<file path="config.mk">
export PLATFORM = sky130hd
export DESIGN_NAME = kmp_stream_matcher
export DESIGN_NICKNAME = d
export VERILOG_FILES = /design/src/rtl/core/kmp_pkg.sv /design/src/rtl/core/kmp_ctrl.sv /design/src/rtl/core/kmp_datapath.sv /design/src/rtl/core/kmp_stream_matcher.sv
export SDC_FILE = /design/constraint.sdc
export NUM_CORES = 1
export LEC_CHECK = 0
export BUFFER_PORTS_ARGS = -buffer_cell sky130_fd_sc_hd__buf_2
export CAP_MARGIN = 20
export CORE_MARGIN = 5
export CORE_UTILIZATION = 60
export DETAILED_ROUTE_END_ITERATION = 16
export GPL_TIMING_DRIVEN = 0
export HOLD_SLACK_MARGIN = 0.12
export PLACE_DENSITY = 0.79
export SLEW_MARGIN = 20
export SYNTH_ARGS = -nofsm -noshare
export SYNTH_HDL_FRONTEND = slang
export SYNTH_HIERARCHICAL = 1
export SYNTH_SLANG_ARGS = --single-unit
</file>
<file path="constraint.sdc">
create_clock -name aclk -period 6.2 [get_ports aclk]
set_clock_uncertainty 0.1 [all_clocks]
set_input_delay 0.31 -clock aclk [delete_from_list [all_inputs] [get_ports aclk]]
set_output_delay 0.31 -clock aclk [all_outputs]
set_load 0.01 [all_outputs]
</file>
<file path="src/rtl/core/kmp_pkg.sv">
// Shared types and constants for the streaming KMP matcher.
// Used by the controller, the datapath and the top level; depends on nothing.
`timescale 1ns / 1ps

package kmp_pkg;

    // Fixed field and register widths.
    localparam int TEXT_W    = 8;
    localparam int START_W   = 32;
    localparam int REG_W     = 64;
    localparam int CFG_IDX_W = 2;
    localparam int PLEN_W    = 5;

    // Configuration register indexes.
    localparam logic [CFG_IDX_W-1:0] REG_PATTERN_LOW    = 2'd0;
    localparam logic [CFG_IDX_W-1:0] REG_PATTERN_HIGH   = 2'd1;
    localparam logic [CFG_IDX_W-1:0] REG_PATTERN_LENGTH = 2'd2;

    // Which address drives the single failure-table read port.
    typedef enum logic [1:0] {
        RD_RUN,
        RD_MATCH,
        RD_LAST
    } rd_sel_t;

    // Commands from the controller to the datapath.
    typedef struct packed {
        logic    build_init;
        logic    build_step;
        logic    accept;
        logic    fallback;
        logic    advance;
        logic    wrap_commit;
        rd_sel_t rd_sel;
    } cmd_t;

    // Status from the datapath to the controller.
    typedef struct packed {
        logic cfg_hit;
        logic build_done;
        logic fallback;
        logic scan_end;
        logic out_free;
    } sts_t;

endpackage

</file>
<file path="src/rtl/core/kmp_ctrl.sv">
// Controller state machine for the KMP matcher: table build and byte scan sequencing.
// Depends on kmp_pkg for the command and status structs.
`timescale 1ns / 1ps

module kmp_ctrl (
    input  logic          aclk,
    input  logic          aresetn,
    input  logic          s_valid,
    output logic          s_ready,
    input  kmp_pkg::sts_t sts,
    output kmp_pkg::cmd_t cmd
);

    typedef enum logic [2:0] {
        ST_START,
        ST_BUILD,
        ST_IDLE,
        ST_SCAN,
        ST_WRAP
    } state_t;

    state_t state_reg;
    state_t state_next;

    // Input beats are taken only between items, once the table is built.
    assign s_ready = (state_reg == ST_IDLE);

    // Command decode.
    always_comb begin
        cmd             = '0;
        cmd.rd_sel      = kmp_pkg::RD_RUN;
        cmd.build_init  = sts.cfg_hit || (state_reg == ST_START);
        cmd.build_step  = (state_reg == ST_BUILD) && !sts.build_done && !sts.cfg_hit;
        cmd.accept      = (state_reg == ST_IDLE) && s_valid && !sts.cfg_hit;
        cmd.fallback    = (state_reg == ST_SCAN) && sts.fallback;
        cmd.advance     = (state_reg == ST_SCAN) && !sts.fallback && !sts.scan_end
                          && sts.out_free;
        cmd.wrap_commit = (state_reg == ST_WRAP) && sts.out_free;
        case (state_reg)
            ST_SCAN: begin
                cmd.rd_sel = kmp_pkg::RD_MATCH;
            end
            ST_WRAP: begin
                cmd.rd_sel = kmp_pkg::RD_LAST;
            end
            default: begin
                cmd.rd_sel = kmp_pkg::RD_RUN;
            end
        endcase
    end

    // Next-state logic; a write to a pattern register always restarts the table build.
    always_comb begin
        state_next = state_reg;
        case (state_reg)
            ST_START: begin
                state_next = ST_BUILD;
            end
            ST_BUILD: begin
                if (sts.build_done) begin
                    state_next = ST_IDLE;
                end
            end
            ST_IDLE: begin
                if (s_valid) begin
                    state_next = ST_SCAN;
                end
            end
            ST_SCAN: begin
                if (sts.fallback) begin
                    state_next = ST_SCAN;
                end else if (sts.scan_end) begin
                    state_next = ST_WRAP;
                end else if (sts.out_free) begin
                    state_next = ST_IDLE;
                end
            end
            ST_WRAP: begin
                if (sts.out_free) begin
                    state_next = ST_IDLE;
                end
            end
            default: begin
                state_next = ST_START;
            end
        endcase
        if (sts.cfg_hit) begin
            state_next = ST_BUILD;
        end
    end

    // State register.
    always_ff @(posedge aclk) begin
        if (!aresetn) begin
            state_reg <= ST_START;
        end else begin
            state_reg <= state_next;
        end
    end

    // A valid register write always sends the controller back to building the table.
    a_cfg_rebuilds : assert property (@(posedge aclk) disable iff (!aresetn)
        sts.cfg_hit |=> (state_reg == ST_BUILD))
        else $error("register write did not restart the table build");

endmodule

</file>
<file path="src/rtl/core/kmp_datapath.sv">
// Datapath for the KMP matcher: configuration registers, failure table, match state,
// text offset and the output register. Depends on kmp_pkg.
`timescale 1ns / 1ps

module kmp_datapath #(
    parameter int PATTERN_MAX = 16,
    parameter int OFFSET_BITS = 32
) (
    input  logic                            aclk,
    input  logic                            aresetn,
    input  logic                            cfg_wr_en,
    input  logic [kmp_pkg::CFG_IDX_W-1:0]   cfg_index,
    input  logic [kmp_pkg::REG_W-1:0]       cfg_wdata,
    input  logic [kmp_pkg::TEXT_W-1:0]      s_text_byte,
    input  logic                            s_restart,
    output logic                            m_valid,
    input  logic                            m_ready,
    output logic                            m_match_found,
    output logic [kmp_pkg::START_W-1:0]     m_match_start,
    input  kmp_pkg::cmd_t                   cmd,
    output kmp_pkg::sts_t                   sts
);

    localparam int LEN_W = $clog2(PATTERN_MAX + 1);
    localparam int IDX_W = (PATTERN_MAX > 1) ? $clog2(PATTERN_MAX) : 1;
    localparam int SUM_W = (OFFSET_BITS + 1 > kmp_pkg::START_W) ? OFFSET_BITS + 1
                                                                 : kmp_pkg::START_W;

    // Configuration registers.
    logic [kmp_pkg::REG_W-1:0]    pattern_low_reg;
    logic [kmp_pkg::REG_W-1:0]    pattern_high_reg;
    logic [kmp_pkg::PLEN_W-1:0]   pattern_length_reg;
    logic [2*kmp_pkg::REG_W-1:0]  pat_vec;

    // Failure table and build pointers.
    logic [IDX_W-1:0]             ft_reg [PATTERN_MAX];
    logic [LEN_W-1:0]             pos_reg;
    logic [LEN_W-1:0]             run_reg;

    // Match state and offsets.
    logic [LEN_W-1:0]             j_reg;
    logic [OFFSET_BITS-1:0]       offset_reg;
    logic [OFFSET_BITS-1:0]       here_reg;
    logic [kmp_pkg::TEXT_W-1:0]   byte_reg;

    // Output register.
    logic                         m_valid_reg;
    logic                         m_match_found_reg;
    logic [kmp_pkg::START_W-1:0]  m_match_start_reg;

    logic [LEN_W-1:0]             m_eff;
    logic [LEN_W-1:0]             rd_base;
    logic [LEN_W-1:0]             rd_dec;
    logic [IDX_W-1:0]             rd_idx;
    logic [IDX_W-1:0]             ft_rd;
    logic [kmp_pkg::TEXT_W-1:0]   pb_pos;
    logic [kmp_pkg::TEXT_W-1:0]   pb_run;
    logic [kmp_pkg::TEXT_W-1:0]   pb_j;
    logic                         build_eq;
    logic                         scan_eq;
    logic [LEN_W-1:0]             run_inc;
    logic [OFFSET_BITS-1:0]       base_offset;
    logic [SUM_W-1:0]             start_sum;
    logic [SUM_W-1:0]             start_len;
    logic [SUM_W-1:0]             start_wide;
    logic                         out_free;

    // Picks pattern byte k out of the concatenated pattern registers.
    function automatic logic [kmp_pkg::TEXT_W-1:0] pat_byte(
        input logic [2*kmp_pkg::REG_W-1:0] v,
        input logic [3:0]                  k
    );
        logic [6:0] bit_pos;
        bit_pos  = {k, 3'b000};
        pat_byte = v[bit_pos +: kmp_pkg::TEXT_W];
    endfunction

    assign pat_vec = {pattern_high_reg, pattern_low_reg};

    // Effective pattern length: zero acts as one, large values clamp to the maximum.
    always_comb begin
        if (pattern_length_reg == '0) begin
            m_eff = LEN_W'(1);
        end else if (pattern_length_reg > kmp_pkg::PLEN_W'(PATTERN_MAX)) begin
            m_eff = LEN_W'(PATTERN_MAX);
        end else begin
            m_eff = LEN_W'(pattern_length_reg);
        end
    end

    // Single failure-table read port, address chosen by the controller.
    always_comb begin
        case (cmd.rd_sel)
            kmp_pkg::RD_RUN: begin
                rd_base = run_reg;
            end
            kmp_pkg::RD_MATCH: begin
                rd_base = j_reg;
            end
            default: begin
                rd_base = m_eff;
            end
        endcase
    end

    assign rd_dec = rd_base - LEN_W'(1);
    assign rd_idx = rd_dec[IDX_W-1:0];
    assign ft_rd  = ft_reg[rd_idx];

    // Byte compares for the table build and for the text scan.
    assign pb_pos   = pat_byte(pat_vec, 4'(pos_reg[IDX_W-1:0]));
    assign pb_run   = pat_byte(pat_vec, 4'(run_reg[IDX_W-1:0]));
    assign pb_j     = pat_byte(pat_vec, 4'(j_reg[IDX_W-1:0]));
    assign build_eq = (pb_pos == pb_run);
    assign scan_eq  = (pb_j == byte_reg);
    assign run_inc  = run_reg + LEN_W'(1);

    // Offset of the incoming byte, cleared by restart.
    assign base_offset = s_restart ? '0 : offset_reg;

    // Match start: offset + 1 - length, guarded against going below zero.
    assign start_sum  = SUM_W'(here_reg) + SUM_W'(1);
    assign start_len  = SUM_W'(m_eff);
    assign start_wide = (start_sum >= start_len) ? (start_sum - start_len) : '0;

    assign out_free = !m_valid_reg || m_ready;

    // Status back to the controller.
    always_comb begin
        sts.cfg_hit    = cfg_wr_en && ((cfg_index == kmp_pkg::REG_PATTERN_LOW)
                         || (cfg_index == kmp_pkg::REG_PATTERN_HIGH)
                         || (cfg_index == kmp_pkg::REG_PATTERN_LENGTH));
        sts.build_done = (pos_reg >= m_eff);
        sts.fallback   = (j_reg != '0) && !scan_eq;
        sts.scan_end   = scan_eq && ((j_reg + LEN_W'(1)) == m_eff);
        sts.out_free   = out_free;
    end

    // Configuration registers.
    always_ff @(posedge aclk) begin
        if (!aresetn) begin
            pattern_low_reg    <= '0;
            pattern_high_reg   <= '0;
            pattern_length_reg <= kmp_pkg::PLEN_W'(1);
        end else if (cfg_wr_en) begin
            case (cfg_index)
                kmp_pkg::REG_PATTERN_LOW: begin
                    pattern_low_reg <= cfg_wdata;
                end
                kmp_pkg::REG_PATTERN_HIGH: begin
                    pattern_high_reg <= cfg_wdata;
                end
                kmp_pkg::REG_PATTERN_LENGTH: begin
                    pattern_length_reg <= cfg_wdata[kmp_pkg::PLEN_W-1:0];
                end
                default: begin
                end
            endcase
        end
    end

    // Build pointers and matched length.
    always_ff @(posedge aclk) begin
        if (!aresetn) begin
            pos_reg <= LEN_W'(1);
            run_reg <= '0;
            j_reg   <= '0;
        end else if (cmd.build_init) begin
            pos_reg <= LEN_W'(1);
            run_reg <= '0;
            j_reg   <= '0;
        end else begin
            if (cmd.build_step) begin
                if (build_eq) begin
                    run_reg <= run_inc;
                    pos_reg <= pos_reg + LEN_W'(1);
                end else if (run_reg == '0) begin
                    pos_reg <= pos_reg + LEN_W'(1);
                end else begin
                    run_reg <= LEN_W'(ft_rd);
                end
            end
            if (cmd.accept) begin
                if (s_restart || (j_reg >= m_eff)) begin
                    j_reg <= '0;
                end
            end else if (cmd.fallback) begin
                j_reg <= LEN_W'(ft_rd);
            end else if (cmd.advance) begin
                j_reg <= j_reg + LEN_W'(scan_eq);
            end else if (cmd.wrap_commit) begin
                j_reg <= LEN_W'(ft_rd);
            end
        end
    end

    // Failure table writes; entry zero is always zero.
    always_ff @(posedge aclk) begin
        if (cmd.build_init) begin
            ft_reg[0] <= '0;
        end else if (cmd.build_step) begin
            if (build_eq) begin
                ft_reg[pos_reg[IDX_W-1:0]] <= run_inc[IDX_W-1:0];
            end else if (run_reg == '0) begin
                ft_reg[pos_reg[IDX_W-1:0]] <= '0;
            end
        end
    end

    // Text offset, saturating at its all-ones value.
    always_ff @(posedge aclk) begin
        if (!aresetn) begin
            offset_reg <= '0;
        end else if (cmd.accept) begin
            if (&base_offset) begin
                offset_reg <= base_offset;
            end else begin
                offset_reg <= base_offset + OFFSET_BITS'(1);
            end
        end
    end

    // Captured input beat.
    always_ff @(posedge aclk) begin
        if (cmd.accept) begin
            here_reg <= base_offset;
            byte_reg <= s_text_byte;
        end
    end

    // Output register valid flag.
    always_ff @(posedge aclk) begin
        if (!aresetn) begin
            m_valid_reg <= 1'b0;
        end else if (cmd.advance || cmd.wrap_commit) begin
            m_valid_reg <= 1'b1;
        end else if (m_ready) begin
            m_valid_reg <= 1'b0;
        end
    end

    // Output register payload.
    always_ff @(posedge aclk) begin
        if (cmd.advance) begin
            m_match_found_reg <= 1'b0;
            m_match_start_reg <= '0;
        end else if (cmd.wrap_commit) begin
            m_match_found_reg <= 1'b1;
            m_match_start_reg <= start_wide[kmp_pkg::START_W-1:0];
        end
    end

    assign m_valid       = m_valid_reg;
    assign m_match_found = m_match_found_reg;
    assign m_match_start = m_match_start_reg;

    // A result is only loaded when the output register can take it.
    a_no_overwrite : assert property (@(posedge aclk) disable iff (!aresetn)
        (cmd.advance || cmd.wrap_commit) |-> out_free)
        else $error("result loaded over a pending output beat");

    // The matched length stays below the effective pattern length.
    a_len_bound : assert property (@(posedge aclk) disable iff (!aresetn)
        1'b1 |=> (j_reg < m_eff))
        else $error("matched length reached the pattern length");

    // The build pointer never runs past the pattern length.
    a_pos_bound : assert property (@(posedge aclk) disable iff (!aresetn)
        1'b1 |=> (pos_reg <= m_eff))
        else $error("build pointer ran past the pattern length");

endmodule

</file>
<file path="src/rtl/core/kmp_stream_matcher.sv">
// Top level of the streaming KMP matcher: joins the controller and the datapath.
// Depends on kmp_pkg, kmp_ctrl and kmp_datapath.
`timescale 1ns / 1ps

// Searches a byte stream for a pattern of up to PATTERN_MAX bytes and returns one
// result beat per text byte: a match flag and, on a match, the zero-based offset where
// the match begins (overlapping matches are reported). Each text byte is accepted, then
// scanned, with a failure-table fallback step each time it mismatches a partial match
// and a wrap step when the pattern completes; its result beat is presented as soon as
// the scan ends, and a result still waiting in the output register holds the scan.
// Fallback steps run one after another, as the failure table has a single read port.
// Any write to a pattern register clears the matched length and rebuilds the failure
// table, which also runs once after reset; no text beats are accepted meanwhile. Set
// restart on the first byte of a new text to clear the match state and the offset;
// the offset saturates at its maximum.
module kmp_stream_matcher #(
    parameter int PATTERN_MAX = 16,
    parameter int OFFSET_BITS = 32
) (
    input  logic                            aclk,
    input  logic                            aresetn,
    input  logic                            cfg_wr_en,
    input  logic [kmp_pkg::CFG_IDX_W-1:0]   cfg_index,
    input  logic [kmp_pkg::REG_W-1:0]       cfg_wdata,
    input  logic                            s_valid,
    output logic                            s_ready,
    input  logic [kmp_pkg::TEXT_W-1:0]      s_text_byte,
    input  logic                            s_restart,
    output logic                            m_valid,
    input  logic                            m_ready,
    output logic                            m_match_found,
    output logic [kmp_pkg::START_W-1:0]     m_match_start
);

    kmp_pkg::cmd_t cmd;
    kmp_pkg::sts_t sts;

    // Sequencing of the table build and the per-byte scan.
    kmp_ctrl u_ctrl (
        .aclk    (aclk),
        .aresetn (aresetn),
        .s_valid (s_valid),
        .s_ready (s_ready),
        .sts     (sts),
        .cmd     (cmd)
    );

    // Storage, compares and the output register.
    kmp_datapath #(
        .PATTERN_MAX (PATTERN_MAX),
        .OFFSET_BITS (OFFSET_BITS)
    ) u_datapath (
        .aclk          (aclk),
        .aresetn       (aresetn),
        .cfg_wr_en     (cfg_wr_en),
        .cfg_index     (cfg_index),
        .cfg_wdata     (cfg_wdata),
        .s_text_byte   (s_text_byte),
        .s_restart     (s_restart),
        .m_valid       (m_valid),
        .m_ready       (m_ready),
        .m_match_found (m_match_found),
        .m_match_start (m_match_start),
        .cmd           (cmd),
        .sts           (sts)
    );

endmodule
</file>
==> results of run 1 <==
## repair_timing
| action | in CTS | in global routing |
|---|---|---|
| hold buffers | 74 | 0 |
| endpoints found under the hold margin | 143 | 0 |
| setup endpoints to repair | 0 | 0 |
| buffers inserted | 0 | 0 |
## power groups by stage
| stage | Sequential [uW] | Combinational (uW) | Clock [uW] |
|---|---|---|---|
| after CTS | 2240 | 383 | 2090 |
| after detailed placement | 2290 | 345 | 0 |
| after global placement | 2280 | 337 | 0 |
| after global routing | 2250 | 425 | 2200 |
| final | 2240 | 393 | 2070 |
| after floorplan | 2270 | 235 | 0 |
## cell usage after synthesis (all sizes together), types with 4 or more instances
cell,count
a211o,4
a211oi,10
a21o,7
a21oi,169
a221oi,16
a22o,48
a31o,5
a31oi,6
and2,13
and3,13
and4,6
buf,41
clkbuf,82
dfxtp,217
edfxtp,104
ha,25
inv,28
mux2i,19
mux4,121
nand2,349
nand2b,13
nand3,42
nand3b,6
nand4,32
nor2,90
nor2b,46
nor3,29
nor3b,4
nor4,15
o21ai,22
o31ai,4
or3,8
xnor2,65
xor2,41
## cells in the final DEF (no fill, tap or decap), types with 46 or more instances in the layout
cell / n
sky130_fd_sc_hd__nor2_1: 89
sky130_fd_sc_hd__edfxtp_1: 104
sky130_fd_sc_hd__a22o_1: 48
sky130_fd_sc_hd__dfxtp_1: 217
sky130_fd_sc_hd__dlygate4sd3_1: 74
sky130_fd_sc_hd__xnor2_1: 65
sky130_fd_sc_hd__nand2_1: 348
sky130_fd_sc_hd__a21oi_1: 165
sky130_fd_sc_hd__mux4_2: 110
sky130_fd_sc_hd__clkbuf_1: 88
sky130_fd_sc_hd__nor2b_1: 46
sky130_fd_sc_hd__buf_2: 131
## stage by stage
stage,total power (uW),TNS [ns],area [sq um],std cells
floorplan,2500,0,17700,1743
global placement,2620,-54.38,18800,2247
detailed placement,2630,0,18800,2251
CTS,4720,0,20700,2386
global route,4870,0,20700,2387
finish,4700,0,20700,2387
## worst paths after layout
check / from / to / cells past startpoint
min reg2reg: u_datapath/m_match_found / u_datapath/m_match_found / 2
max reg2reg: u_datapath/j_reg[1] / u_datapath/m_match_start[5] / 17
max: u_datapath/j_reg[1] / u_datapath/m_match_start[5] / 17
min: s_valid / u_ctrl/state_reg[0] / 3
## critical path, cell delays in order, from the launching register on
cell                       delay [ns]
sky130_fd_sc_hd__dfxtp_1         0.41
sky130_fd_sc_hd__clkbuf_1        0.62
sky130_fd_sc_hd__clkbuf_1        0.78
sky130_fd_sc_hd__mux4_2          0.42
sky130_fd_sc_hd__mux4_2          0.48
sky130_fd_sc_hd__xnor2_1         0.24
sky130_fd_sc_hd__nand4_1         0.13
sky130_fd_sc_hd__nor2_1          0.22
sky130_fd_sc_hd__and3_1          0.27
sky130_fd_sc_hd__nor2_1          0.05
sky130_fd_sc_hd__and3_1          0.25
sky130_fd_sc_hd__nor2b_1         0.34
sky130_fd_sc_hd__nand2_1         0.10
sky130_fd_sc_hd__nor3_1          0.25
sky130_fd_sc_hd__nand4_1         0.19
sky130_fd_sc_hd__o21ai_4         0.26
sky130_fd_sc_hd__buf_6           0.18
sky130_fd_sc_hd__a22o_1          0.13
## cells by family (layout without fill, tap and decap cells)
group | Yosys count | in the layout | share of synthesized area
AO/OA/AOI/OAI | 314 | 314 | 0.118
XOR/XNOR | 106 | 106 | 0.0523
adder cells (fa/ha/maj) | 26 | 26 | 0.0188
buffers and inverters | 151 | 405 | 0.0395
flip-flops | 321 | 321 | 0.421
multiplexers | 141 | 141 | 0.168
AND/OR/NAND/NOR | 684 | 684 | 0.182
## routing by layer
layer,GRT usage,vias up,wire length (um)
met2,0.485,861,23500
met4,0.125,0,2410
met3,0.0557,171,5020
met5,0,-,0
li1,-,6843,-
met1,0.414,7110,20000
## cell type report
class / count / area, sq um / area share
Inverter: 28 / 105 / 0.00507
Sequential cell: 321 / 7470 / 0.360
Multi-Input combinational cell: 1271 / 9590 / 0.462
Timing Repair Buffer: 193 / 1360 / 0.0654
Clock buffer: 48 / 986 / 0.0476
Clock inverter: 13 / 149 / 0.00718
Tap cell: 390 / 488 / 0.0235
Buffer: 123 / 597 / 0.0288
==> metrics.txt, run 1 <==
# TYPE chip_impl_metric gauge
chip_impl_metric{name="timing.max_cap.violations",unit=""} 0
chip_impl_metric{name="crit_path_max_fanout",unit=""} 10
chip_impl_info{name="timing_worst_setup_path_type",value="flop to flop"} 1
chip_impl_metric{name="internal-power",unit="uW"} 3610
chip_impl_metric{name="initial_antenna_violation_count",unit=""} 0
chip_impl_metric{name="synth_cells",unit=""} 1743
chip_impl_info{name="run_status",value="finished clean"} 1
chip_impl_metric{name="postSynthNetCount",unit=""} 1849
chip_impl_metric{name="detailedRoute.firstIterationViolations",unit=""} 1706
chip_impl_metric{name="finalMaxSlewViolations",unit=""} 0
chip_impl_metric{name="diodes",unit=""} 0
chip_impl_metric{name="cts.sink_count",unit=""} 321
chip_impl_metric{name="postSynthRegisterBits",unit=""} 321
chip_impl_metric{name="routed_wirelength",unit="um"} 50900
chip_impl_metric{name="critical_path_required_time",unit="ns"} 6.55
chip_impl_metric{name="part_of_the_yosys_area_used_for_sequential_elements",unit=""} 0.421
chip_impl_metric{name="design.final.nets",unit=""} 2078
chip_impl_metric{name="core.rowCount",unit=""} 63
chip_impl_metric{name="worst_path_clk_slew",unit="ns"} 0.06
chip_impl_metric{name="die_y",unit="um"} 182
chip_impl_metric{name="detail-route-antenna-nets",unit=""} 0
chip_impl_metric{name="seqPwrFrac",unit=""} 0.477
chip_impl_info{name="top_flip_flop_cell_by_instance_count_after_synthesis",value="sky130_fd_sc_hd__dfxtp_1"} 1
chip_impl_metric{name="timing.max_slew.rel_slack",unit=""} 0.223
chip_impl_metric{name="via_per_inst",unit=""} 6.28
chip_impl_metric{name="synthesis.area_per_instance",unit="sq um"} 10.2
chip_impl_metric{name="netSwitchingFraction",unit=""} 0.232
chip_impl_metric{name="period_share",unit=""} 0.884
chip_impl_metric{name="r2r_setup_slack",unit="ns"} 0.72
chip_impl_metric{name="synth_enable_flop_cells",unit=""} 104
chip_impl_metric{name="synth_cell_types",unit=""} 87
chip_impl_metric{name="n_fill_cell",unit=""} 2143
chip_impl_metric{name="post_route_cells_drive_above_1_share",unit=""} 0.178
chip_impl_metric{name="placeableCoreArea",unit="sq mm"} 0.0294
chip_impl_metric{name="finalCriticalPeriod",unit="ns"} 5.48
chip_impl_metric{name="grt_pass1_vias",unit=""} 14600
chip_impl_metric{name="drt_pre_antenna_iters",unit=""} 5
chip_impl_metric{name="pwr-share-comb",unit=""} 0.084
chip_impl_metric{name="die_span_x",unit="um"} 182
chip_impl_metric{name="yosysWarningCount",unit=""} 6
chip_impl_metric{name="gp_routability_congestion",unit=""} 0.974
chip_impl_metric{name="vdd_ir_drop_max",unit="mV"} 0.184
chip_impl_metric{name="ctsLongestPathBuffers",unit=""} 3
chip_impl_metric{name="io_buffers",unit=""} 114
chip_impl_metric{name="worst_pin_slew",unit="ns"} 1.16
chip_impl_metric{name="clock_power_share",unit=""} 0.439
chip_impl_info{name="hold_crit_path_type",value="input port to flop"} 1
chip_impl_metric{name="utilization",unit=""} 0.705
chip_impl_metric{name="asyncSetResetFlopFracSynth",unit=""} 0
chip_impl_metric{name="die_outline_area",unit="sq mm"} 0.0331
chip_impl_metric{name="netlist_area_before_placement",unit="sq mm"} 0.0177
chip_impl_metric{name="detail_route.drc_violations",unit=""} 0
chip_impl_info{name="type_of_element_capturing_the_critical_path",value="flop"} 1
chip_impl_info{name="root_buffer",value="sky130_fd_sc_hd__clkbuf_16"} 1
chip_impl_metric{name="cts-buffers-inserted",unit=""} 34
chip_impl_info{name="synth_area_leader_cell",value="sky130_fd_sc_hd__dfxtp_1"} 1
chip_impl_info{name="cts_tree",value="done"} 1
chip_impl_metric{name="switching_power",unit="uW"} 1090
chip_impl_metric{name="worst-endpoint-arrival",unit="ns"} 5.84
chip_impl_metric{name="cts_repair_resize_count",unit=""} 0
chip_impl_metric{name="grt_start_max_net_pins",unit=""} 17
chip_impl_metric{name="achievable-frequency",unit="MHz"} 182
chip_impl_info{name="synth_top_area_cells",value="sky130_fd_sc_hd__dfxtp_1 24%, sky130_fd_sc_hd__edfxtp_1 18%, sky130_fd_sc_hd__mux4_2 14%, sky130_fd_sc_hd__nand2_1 7.4%, sky130_fd_sc_hd__a21oi_1 4.7%"} 1
chip_impl_metric{name="overflow",unit=""} 0
chip_impl_metric{name="holdWs",unit="ns"} 0.175
chip_impl_info{name="grt_setup_unrepaired",value="false"} 1
chip_impl_metric{name="clk_latency",unit="ns"} 0.51
chip_impl_metric{name="standby_leakage_power",unit="uW"} 0.00734
chip_impl_metric{name="floorplan.initialDensity",unit=""} 0.604
chip_impl_metric{name="finalHoldViolations",unit=""} 0
chip_impl_metric{name="hpwlAfterDp",unit="um"} 36800
chip_impl_metric{name="vias",unit=""} 15000
chip_impl_metric{name="synth_top_area_share",unit=""} 0.245
chip_impl_info{name="worst_setup_path_start_kind",value="flop"} 1
chip_impl_metric{name="groute.usage.overall",unit=""} 0.304
chip_impl_metric{name="finalSetupViolations",unit=""} 0
chip_impl_metric{name="timing.final.ws_setup",unit="ns"} 0.717
chip_impl_metric{name="synthToLayoutAreaGrowth",unit="%"} 16.8
chip_impl_metric{name="cts.htree.levels",unit=""} 2
chip_impl_metric{name="pwr_density_cell",unit="mW/mm^2"} 227
chip_impl_metric{name="drt-wirelength-per-cell",unit="um"} 21.3
chip_impl_metric{name="io_pins",unit=""} 115
chip_impl_metric{name="dp_worst_setup_slack",unit="ns"} 0.807
chip_impl_metric{name="first_pass_grt_wire_length",unit="um"} 80600
Note: power is estimated with default switching activity, not from simulation.
==> run 2, diff against run 1 <==
Clock period 6.2 ns to 5.1 ns, I/O delays scaled along.
==> run 2 against run 1 <==
Worst hold slack gained 0.17 ns; clock power up 23%; die area unchanged; clock-buffer cell count up 3; flip-flop and latch count did not move; combinational power up 25%; fmax rose by 11%; cell count hardly changed; first-iteration DRC count is 9.5% higher.
==> metrics.txt, run 2 (synthesis gave the netlist of run 1 again) <==
# TYPE chip_impl_metric gauge
chip_impl_metric{name="overflow",unit=""} 0
chip_impl_info{name="reg2reg_to",value="u_datapath/ft_reg[1][2]"} 1
chip_impl_metric{name="detailedRoute.firstIterationViolations",unit=""} 1868
chip_impl_metric{name="achievable-frequency",unit="MHz"} 202
chip_impl_metric{name="finalHoldViolations",unit=""} 0
chip_impl_info{name="type_of_element_capturing_the_critical_path",value="flop"} 1
chip_impl_metric{name="groute.usage.overall",unit=""} 0.316
chip_impl_metric{name="gp_routability_congestion",unit=""} 0.964
chip_impl_metric{name="highest_cell_delay_on_the_worst_timing_path",unit="ns"} 0.52
chip_impl_metric{name="worst_pin_slew",unit="ns"} 1.07
chip_impl_metric{name="finish.instance_area",unit="sq mm"} 0.0209
chip_impl_metric{name="critical_path_required_time",unit="ns"} 5.15
chip_impl_metric{name="cts.htree.levels",unit=""} 2
chip_impl_metric{name="standby_leakage_power",unit="uW"} 0.00741
chip_impl_metric{name="worst-endpoint-arrival",unit="ns"} 5.00
chip_impl_metric{name="cts.sink_count",unit=""} 321
chip_impl_metric{name="finalCriticalPeriod",unit="ns"} 4.95
chip_impl_metric{name="first_pass_grt_wire_length",unit="um"} 83100
chip_impl_metric{name="die_outline_area",unit="sq mm"} 0.0331
chip_impl_info{name="crit_path_top_delay_cell",value="sky130_fd_sc_hd__dfxtp_1"} 1
chip_impl_metric{name="hold_path_cells",unit=""} 2
chip_impl_metric{name="drt-wirelength-per-cell",unit="um"} 22.4
chip_impl_info{name="crit_path_cell_trace",value="buf_4 > buf_4 > inv_1 > ha_1 > nand2b_1 > a21o_1 > a21oi_1 > nor2b_1 > o21ai_0 > nand2b_1 > nor4b_1 > nor2b_1 > clkbuf_2 > inv_1 > buf_1 > nor2_2 > nand2_2 > nor4_4"} 1
chip_impl_metric{name="pwr_density_cell",unit="mW/mm^2"} 276
chip_impl_metric{name="crit_path_max_fanout",unit=""} 10
chip_impl_metric{name="die_y",unit="um"} 182
chip_impl_metric{name="placedInstanceArea",unit="sq mm"} 0.0189
chip_impl_metric{name="timing.max_slew.rel_slack",unit=""} 0.285
chip_impl_metric{name="io_pins",unit=""} 115
chip_impl_metric{name="ctsLongestPathBuffers",unit=""} 3
chip_impl_metric{name="detail_route.drc_violations",unit=""} 0
chip_impl_info{name="hold_crit_path_type",value="input port to flop"} 1
chip_impl_info{name="run_status",value="finished clean"} 1
chip_impl_info{name="cp_top_family",value="simple AND/OR/NAND/NOR gates"} 1
chip_impl_metric{name="finalMaxSlewViolations",unit=""} 0
chip_impl_info{name="cts_tree",value="done"} 1
chip_impl_metric{name="drt_pre_antenna_iters",unit=""} 6
chip_impl_metric{name="design.final.nets",unit=""} 2079
chip_impl_info{name="timing.rr.start",value="u_datapath/pos_reg[0]"} 1
chip_impl_metric{name="grt_pass1_vias",unit=""} 15000
chip_impl_metric{name="floorplan.initialDensity",unit=""} 0.604
chip_impl_metric{name="diodes",unit=""} 0
chip_impl_metric{name="worst_path_clk_slew",unit="ns"} 0.06
chip_impl_info{name="mostFrequentLayoutCells",value="347 x sky130_fd_sc_hd__nand2_1, 217 x sky130_fd_sc_hd__dfxtp_1, 165 x sky130_fd_sc_hd__a21oi_1"} 1
chip_impl_metric{name="detail-route-antenna-nets",unit=""} 0
chip_impl_metric{name="vdd_ir_drop_max",unit="mV"} 0.312
chip_impl_metric{name="placeableCoreArea",unit="sq mm"} 0.0294
chip_impl_metric{name="period_share",unit=""} 0.971
chip_impl_info{name="worst_setup_path_start_kind",value="flop"} 1
chip_impl_metric{name="io_buffers",unit=""} 114
chip_impl_metric{name="grt_start_max_net_pins",unit=""} 17
chip_impl_metric{name="n_fill_cell",unit=""} 2081
chip_impl_metric{name="core.rowCount",unit=""} 63
chip_impl_metric{name="placed_cells",unit=""} 2250
chip_impl_info{name="final_common_cell",value="sky130_fd_sc_hd__nand2_1"} 1
chip_impl_metric{name="utilization",unit=""} 0.712
chip_impl_metric{name="worst-path-buf-inv",unit=""} 6
chip_impl_metric{name="post_route_cells_drive_above_1_share",unit=""} 0.187
chip_impl_metric{name="final_cell_count_no_fill",unit=""} 2389
chip_impl_metric{name="holdWs",unit="ns"} 0.344
chip_impl_metric{name="cts-buffers-inserted",unit=""} 34
chip_impl_metric{name="vias",unit=""} 15400
chip_impl_metric{name="routed_wirelength",unit="um"} 53600
chip_impl_metric{name="die_span_x",unit="um"} 182
chip_impl_info{name="root_buffer",value="sky130_fd_sc_hd__clkbuf_16"} 1
chip_impl_metric{name="hpwlAfterDp",unit="um"} 37200
chip_impl_metric{name="clk_latency",unit="ns"} 0.53
chip_impl_info{name="holdPathEnd",value="u_datapath/byte_reg[6]"} 1
chip_impl_metric{name="initial_antenna_violation_count",unit=""} 0
chip_impl_info{name="origin_of_the_worst_min_delay_path",value="s_text_byte[6]"} 1
chip_impl_metric{name="r2r_setup_slack",unit="ns"} 0.15
chip_impl_info{name="timing_worst_setup_path_type",value="flop to flop"} 1
chip_impl_metric{name="via_per_inst",unit=""} 6.45
chip_impl_metric{name="ff2ff_path_depth",unit=""} 18
chip_impl_metric{name="synthToLayoutAreaGrowth",unit="%"} 18.0
chip_impl_metric{name="finalSetupViolations",unit=""} 0
chip_impl_metric{name="timing.max_cap.violations",unit=""} 0
==> run 2: per-stage QoR <==
step                power [uW]  setup WS [ns]   TNS, ns
floorplan                 3040          0.852         0
global placement          3190         -0.672    -12.63
detailed placement        3200         -0.271    -11.86
CTS                       5780       -0.00321  -0.00634
global route              5940         -0.149     -4.21
finish                    5770          0.150         0
==> run 2: worst register-to-register path, stage by stage, from the launching register on <==
cell and delay [ns]:
sky130_fd_sc_hd__dfxtp_1 0.52, sky130_fd_sc_hd__buf_4 0.33, sky130_fd_sc_hd__buf_4 0.27, sky130_fd_sc_hd__inv_1 0.08
sky130_fd_sc_hd__ha_1 0.29, sky130_fd_sc_hd__nand2b_1 0.14, sky130_fd_sc_hd__a21o_1 0.17, sky130_fd_sc_hd__a21oi_1 0.14
sky130_fd_sc_hd__nor2b_1 0.06, sky130_fd_sc_hd__o21ai_0 0.15, sky130_fd_sc_hd__nand2b_1 0.12, sky130_fd_sc_hd__nor4b_1 0.39
sky130_fd_sc_hd__nor2b_1 0.21, sky130_fd_sc_hd__clkbuf_2 0.23, sky130_fd_sc_hd__inv_1 0.08, sky130_fd_sc_hd__buf_1 0.29
sky130_fd_sc_hd__nor2_2 0.26, sky130_fd_sc_hd__nand2_2 0.27, sky130_fd_sc_hd__nor4_4 0.50
==> run 2: where the power goes <==
| group | internal (uW) | leakage [uW] | switching (uW) |
|---|---|---|---|
| sequential | 2670 | 0.00272 | 56.4 |
| combinational | 215 | 0.00413 | 277 |
| clock | 1540 | 0.000562 | 1010 |
==> run 2: cell type report <==
| cell class | count | area (sq um) | area share |
|---|---|---|---|
| inverters | 28 | 105 | 0.00502 |
| plain buffers | 123 | 614 | 0.0293 |
| flip-flops and latches | 321 | 7470 | 0.356 |
| multi-input cells | 1271 | 9720 | 0.464 |
| clock buffers | 51 | 1060 | 0.0506 |
| well taps | 390 | 488 | 0.0233 |
| clock inverters | 11 | 103 | 0.00490 |
| repair buffers | 194 | 1390 | 0.0663 |
==> run 2: how the worst max path moves through the flow <==
stage | start | end | slack (ns) | cells past startpoint
floorplan | u_datapath/pattern_length_reg[1] | u_datapath/ft_reg[1][0] | 0.85 | 17
global placement | cfg_index[0] | u_datapath/offset_reg[30] | -0.67 | 10
detailed placement | u_datapath/j_reg[0] | u_datapath/m_match_start[11] | -0.27 | 17
CTS | u_datapath/pos_reg[0] | u_datapath/ft_reg[6][3] | -0.003 | 18
global route | u_datapath/pos_reg[0] | u_datapath/ft_reg[2][0] | -0.15 | 18
finish | u_datapath/pos_reg[0] | u_datapath/ft_reg[1][2] | 0.15 | 18
==> run 2: what timing repair did <==
item,4_1_cts,5_1_grt
hold buffers,76,0
hold endpoints to repair,148,0
setup buffers,0,1
endpoints found under the setup margin,64,153
resized for setup,16,35
pin swaps,0,1
==> run 2: per-layer routing <==
metal | up-vias | track usage | wire [um]
met5 | - | 0 | 0
met4 | 0 | 0.147 | 3070
met3 | 215 | 0.0727 | 5830
met2 | 1006 | 0.512 | 24700
met1 | 7322 | 0.405 | 20000
li1 | 6856 | - | -
==> run 3, diff against run 2 <==
Clock period 5.1 ns to 5.75 ns, I/O delays scaled along.
==> run 3 against run 2 <==
Worst setup slack better by 0.12 ns; via count is 2.6% lower; routed wire length shrank 5.0%; utilization decreased by 0.70 points; register-to-register slack gained 0.12 ns; combinational power fell by 14%; largest cell class unchanged.
==> metrics.txt, run 3 (synthesis gave the netlist of run 1 again) <==
# TYPE chip_impl_metric gauge
chip_impl_metric{name="core.rowCount",unit=""} 63
chip_impl_metric{name="grt_start_max_net_pins",unit=""} 17
chip_impl_info{name="type_of_element_capturing_the_critical_path",value="flop"} 1
chip_impl_metric{name="grt_pass1_vias",unit=""} 14600
chip_impl_metric{name="placeableCoreArea",unit="sq mm"} 0.0294
chip_impl_metric{name="final_cell_count_no_fill",unit=""} 2387
chip_impl_metric{name="detailedRoute.firstIterationViolations",unit=""} 1645
chip_impl_info{name="holdPathEnd",value="u_ctrl/state_reg[0]"} 1
chip_impl_metric{name="hpwlAfterDp",unit="um"} 36800
chip_impl_info{name="cts_tree",value="done"} 1
chip_impl_metric{name="io_buffers",unit=""} 114
chip_impl_metric{name="period_share",unit=""} 0.954
chip_impl_metric{name="first_pass_grt_wire_length",unit="um"} 80600
chip_impl_metric{name="post_route_cells_drive_above_1_share",unit=""} 0.178
chip_impl_metric{name="initial_antenna_violation_count",unit=""} 0
chip_impl_metric{name="finalMaxSlewViolations",unit=""} 0
chip_impl_metric{name="worst_path_clk_slew",unit="ns"} 0.06
chip_impl_metric{name="drt_pre_antenna_iters",unit=""} 6
chip_impl_metric{name="detail_route.drc_violations",unit=""} 0
chip_impl_info{name="mostFrequentLayoutCells",value="348 x sky130_fd_sc_hd__nand2_1, 217 x sky130_fd_sc_hd__dfxtp_1, 165 x sky130_fd_sc_hd__a21oi_1"} 1
chip_impl_metric{name="ff_latch_area",unit="sq mm"} 0.00747
chip_impl_metric{name="multi_input_comb_area",unit="sq mm"} 0.00959
chip_impl_info{name="run_status",value="finished clean"} 1
chip_impl_metric{name="routed_wirelength",unit="um"} 50900
chip_impl_metric{name="floorplan.initialDensity",unit=""} 0.604
chip_impl_metric{name="die_span_x",unit="um"} 182
chip_impl_info{name="final_common_cell",value="sky130_fd_sc_hd__nand2_1"} 1
chip_impl_metric{name="design.final.nets",unit=""} 2078
chip_impl_metric{name="ff2ff_path_depth",unit=""} 17
chip_impl_metric{name="drt-wirelength-per-cell",unit="um"} 21.3
chip_impl_metric{name="hold_path_cells",unit=""} 3
chip_impl_metric{name="placedInstanceArea",unit="sq mm"} 0.0188
chip_impl_metric{name="worst-endpoint-arrival",unit="ns"} 5.84
chip_impl_metric{name="pwr_density_cell",unit="mW/mm^2"} 245
chip_impl_metric{name="cts-buffers-inserted",unit=""} 34
chip_impl_metric{name="finalSetupViolations",unit=""} 0
chip_impl_metric{name="finalHoldViolations",unit=""} 0
chip_impl_metric{name="achievable-frequency",unit="MHz"} 182
chip_impl_metric{name="io_pins",unit=""} 115
chip_impl_metric{name="groute.usage.overall",unit=""} 0.304
chip_impl_info{name="root_buffer",value="sky130_fd_sc_hd__clkbuf_16"} 1
chip_impl_info{name="origin_of_the_worst_min_delay_path",value="s_valid"} 1
chip_impl_metric{name="finish.instance_area",unit="sq mm"} 0.0207
chip_impl_metric{name="cts.htree.levels",unit=""} 2
chip_impl_metric{name="clk_latency",unit="ns"} 0.51
chip_impl_metric{name="overflow",unit=""} 0
chip_impl_metric{name="n_fill_cell",unit=""} 2142
chip_impl_metric{name="timing.max_slew.rel_slack",unit=""} 0.309
chip_impl_info{name="timing_worst_setup_path_type",value="flop to flop"} 1
chip_impl_metric{name="gp_routability_congestion",unit=""} 0.974
chip_impl_metric{name="vdd_ir_drop_max",unit="mV"} 0.197
chip_impl_metric{name="via_per_inst",unit=""} 6.28
chip_impl_metric{name="detail-route-antenna-nets",unit=""} 0
chip_impl_metric{name="worst_pin_slew",unit="ns"} 1.03
chip_impl_metric{name="die_y",unit="um"} 182
chip_impl_metric{name="synthToLayoutAreaGrowth",unit="%"} 16.9
chip_impl_info{name="worst_setup_path_start_kind",value="flop"} 1
chip_impl_info{name="timing.rr.start",value="u_datapath/j_reg[1]"} 1
chip_impl_info{name="grt_setup_unrepaired",value="true"} 1
chip_impl_metric{name="finalCriticalPeriod",unit="ns"} 5.48
chip_impl_metric{name="timing.max_cap.violations",unit=""} 0
chip_impl_metric{name="placed_cells",unit=""} 2251
chip_impl_metric{name="vias",unit=""} 15000
chip_impl_metric{name="crit_path_max_fanout",unit=""} 10
chip_impl_metric{name="diodes",unit=""} 0
chip_impl_metric{name="r2r_setup_slack",unit="ns"} 0.27
chip_impl_metric{name="total_power",unit="uW"} 5070
chip_impl_metric{name="cts.sink_count",unit=""} 321
chip_impl_metric{name="critical_path_required_time",unit="ns"} 6.10
chip_impl_metric{name="ctsLongestPathBuffers",unit=""} 3
chip_impl_info{name="reg2reg_to",value="u_datapath/m_match_start[5]"} 1
chip_impl_metric{name="standby_leakage_power",unit="uW"} 0.00734
chip_impl_metric{name="die_outline_area",unit="sq mm"} 0.0331
chip_impl_info{name="hold_crit_path_type",value="input port to flop"} 1
run 3: worst max-delay path by stage:
| stage | startpoint | endpoint | slack [ns] | depth (start not counted) |
|---|---|---|---|---|
| floorplan | u_ctrl/state_reg[2] | u_datapath/offset_reg[30] | 0.27 | 10 |
| global placement | cfg_index[0] | u_datapath/offset_reg[30] | -2.43 | 10 |
| detailed placement | u_datapath/j_reg[0] | u_datapath/m_match_start[27] | 0.36 | 17 |
| CTS | u_datapath/j_reg[0] | u_datapath/m_match_start[5] | 0.35 | 17 |
| global route | u_datapath/pos_reg[0] | u_datapath/ft_reg[2][0] | -0.01 | 18 |
| finish | u_datapath/j_reg[1] | u_datapath/m_match_start[5] | 0.27 | 17 |
run 3: final cells by class:
type                    count  share of cell area
repair buffers            193              0.0654
clock buffers              48              0.0475
well taps                 390              0.0235
inverters                  28             0.00507
flip-flops and latches    321               0.360
multi-input cells        1271               0.463
clock inverters            13             0.00718
plain buffers             123              0.0288
run 3: what timing repair did:
item	CTS	global route
endpoints found under the hold margin	143	0
gates resized for setup	0	1
hold buffers	74	0
buffers inserted	0	0
endpoints found under the setup margin	0	4
run 3: worst max-delay path: stages (launching register included):
cell	delay (ns)
sky130_fd_sc_hd__dfxtp_1	0.41
sky130_fd_sc_hd__clkbuf_1	0.62
sky130_fd_sc_hd__clkbuf_1	0.76
sky130_fd_sc_hd__mux4_2	0.42
sky130_fd_sc_hd__mux4_2	0.48
sky130_fd_sc_hd__xnor2_1	0.24
sky130_fd_sc_hd__nand4_1	0.13
sky130_fd_sc_hd__nor2_1	0.22
sky130_fd_sc_hd__and3_1	0.27
sky130_fd_sc_hd__nor2_1	0.05
sky130_fd_sc_hd__and3_1	0.25
sky130_fd_sc_hd__nor2b_1	0.34
sky130_fd_sc_hd__nand2_1	0.10
sky130_fd_sc_hd__nor3_1	0.25
sky130_fd_sc_hd__nand4_1	0.19
sky130_fd_sc_hd__o21ai_4	0.26
sky130_fd_sc_hd__buf_6	0.18
sky130_fd_sc_hd__a22o_1	0.13
run 3: power breakdown:
part           leakage, uW  total, uW  switching, uW  internal (uW)
logic              0.00406        425            237            188
clock network     0.000557       2230            890           1340
registers          0.00272       2420           47.9           2370
total              0.00734       5070           1180           3900
run 3: per-stage QoR:
stage	hold slack (ns)	util	setup WS [ns]	setup TNS, ns
after floorplan	0.286	-	0.267	0
after global routing	0.208	0.705	-0.0123	-0.0329
after global placement	0.351	0.640	-2.43	-87.30
final	0.153	0.705	0.267	0
after CTS	0.131	0.705	0.346	0
after detailed placement	0.348	0.641	0.357	0
run 3: per-layer routing:
layer  up-vias  share of wire  track usage
li1       6840              -            -
met4         0          0.046        0.125
met2       859           0.46        0.485
met3       171          0.097       0.0557
met5         -              0            0
met1      7121           0.39        0.414
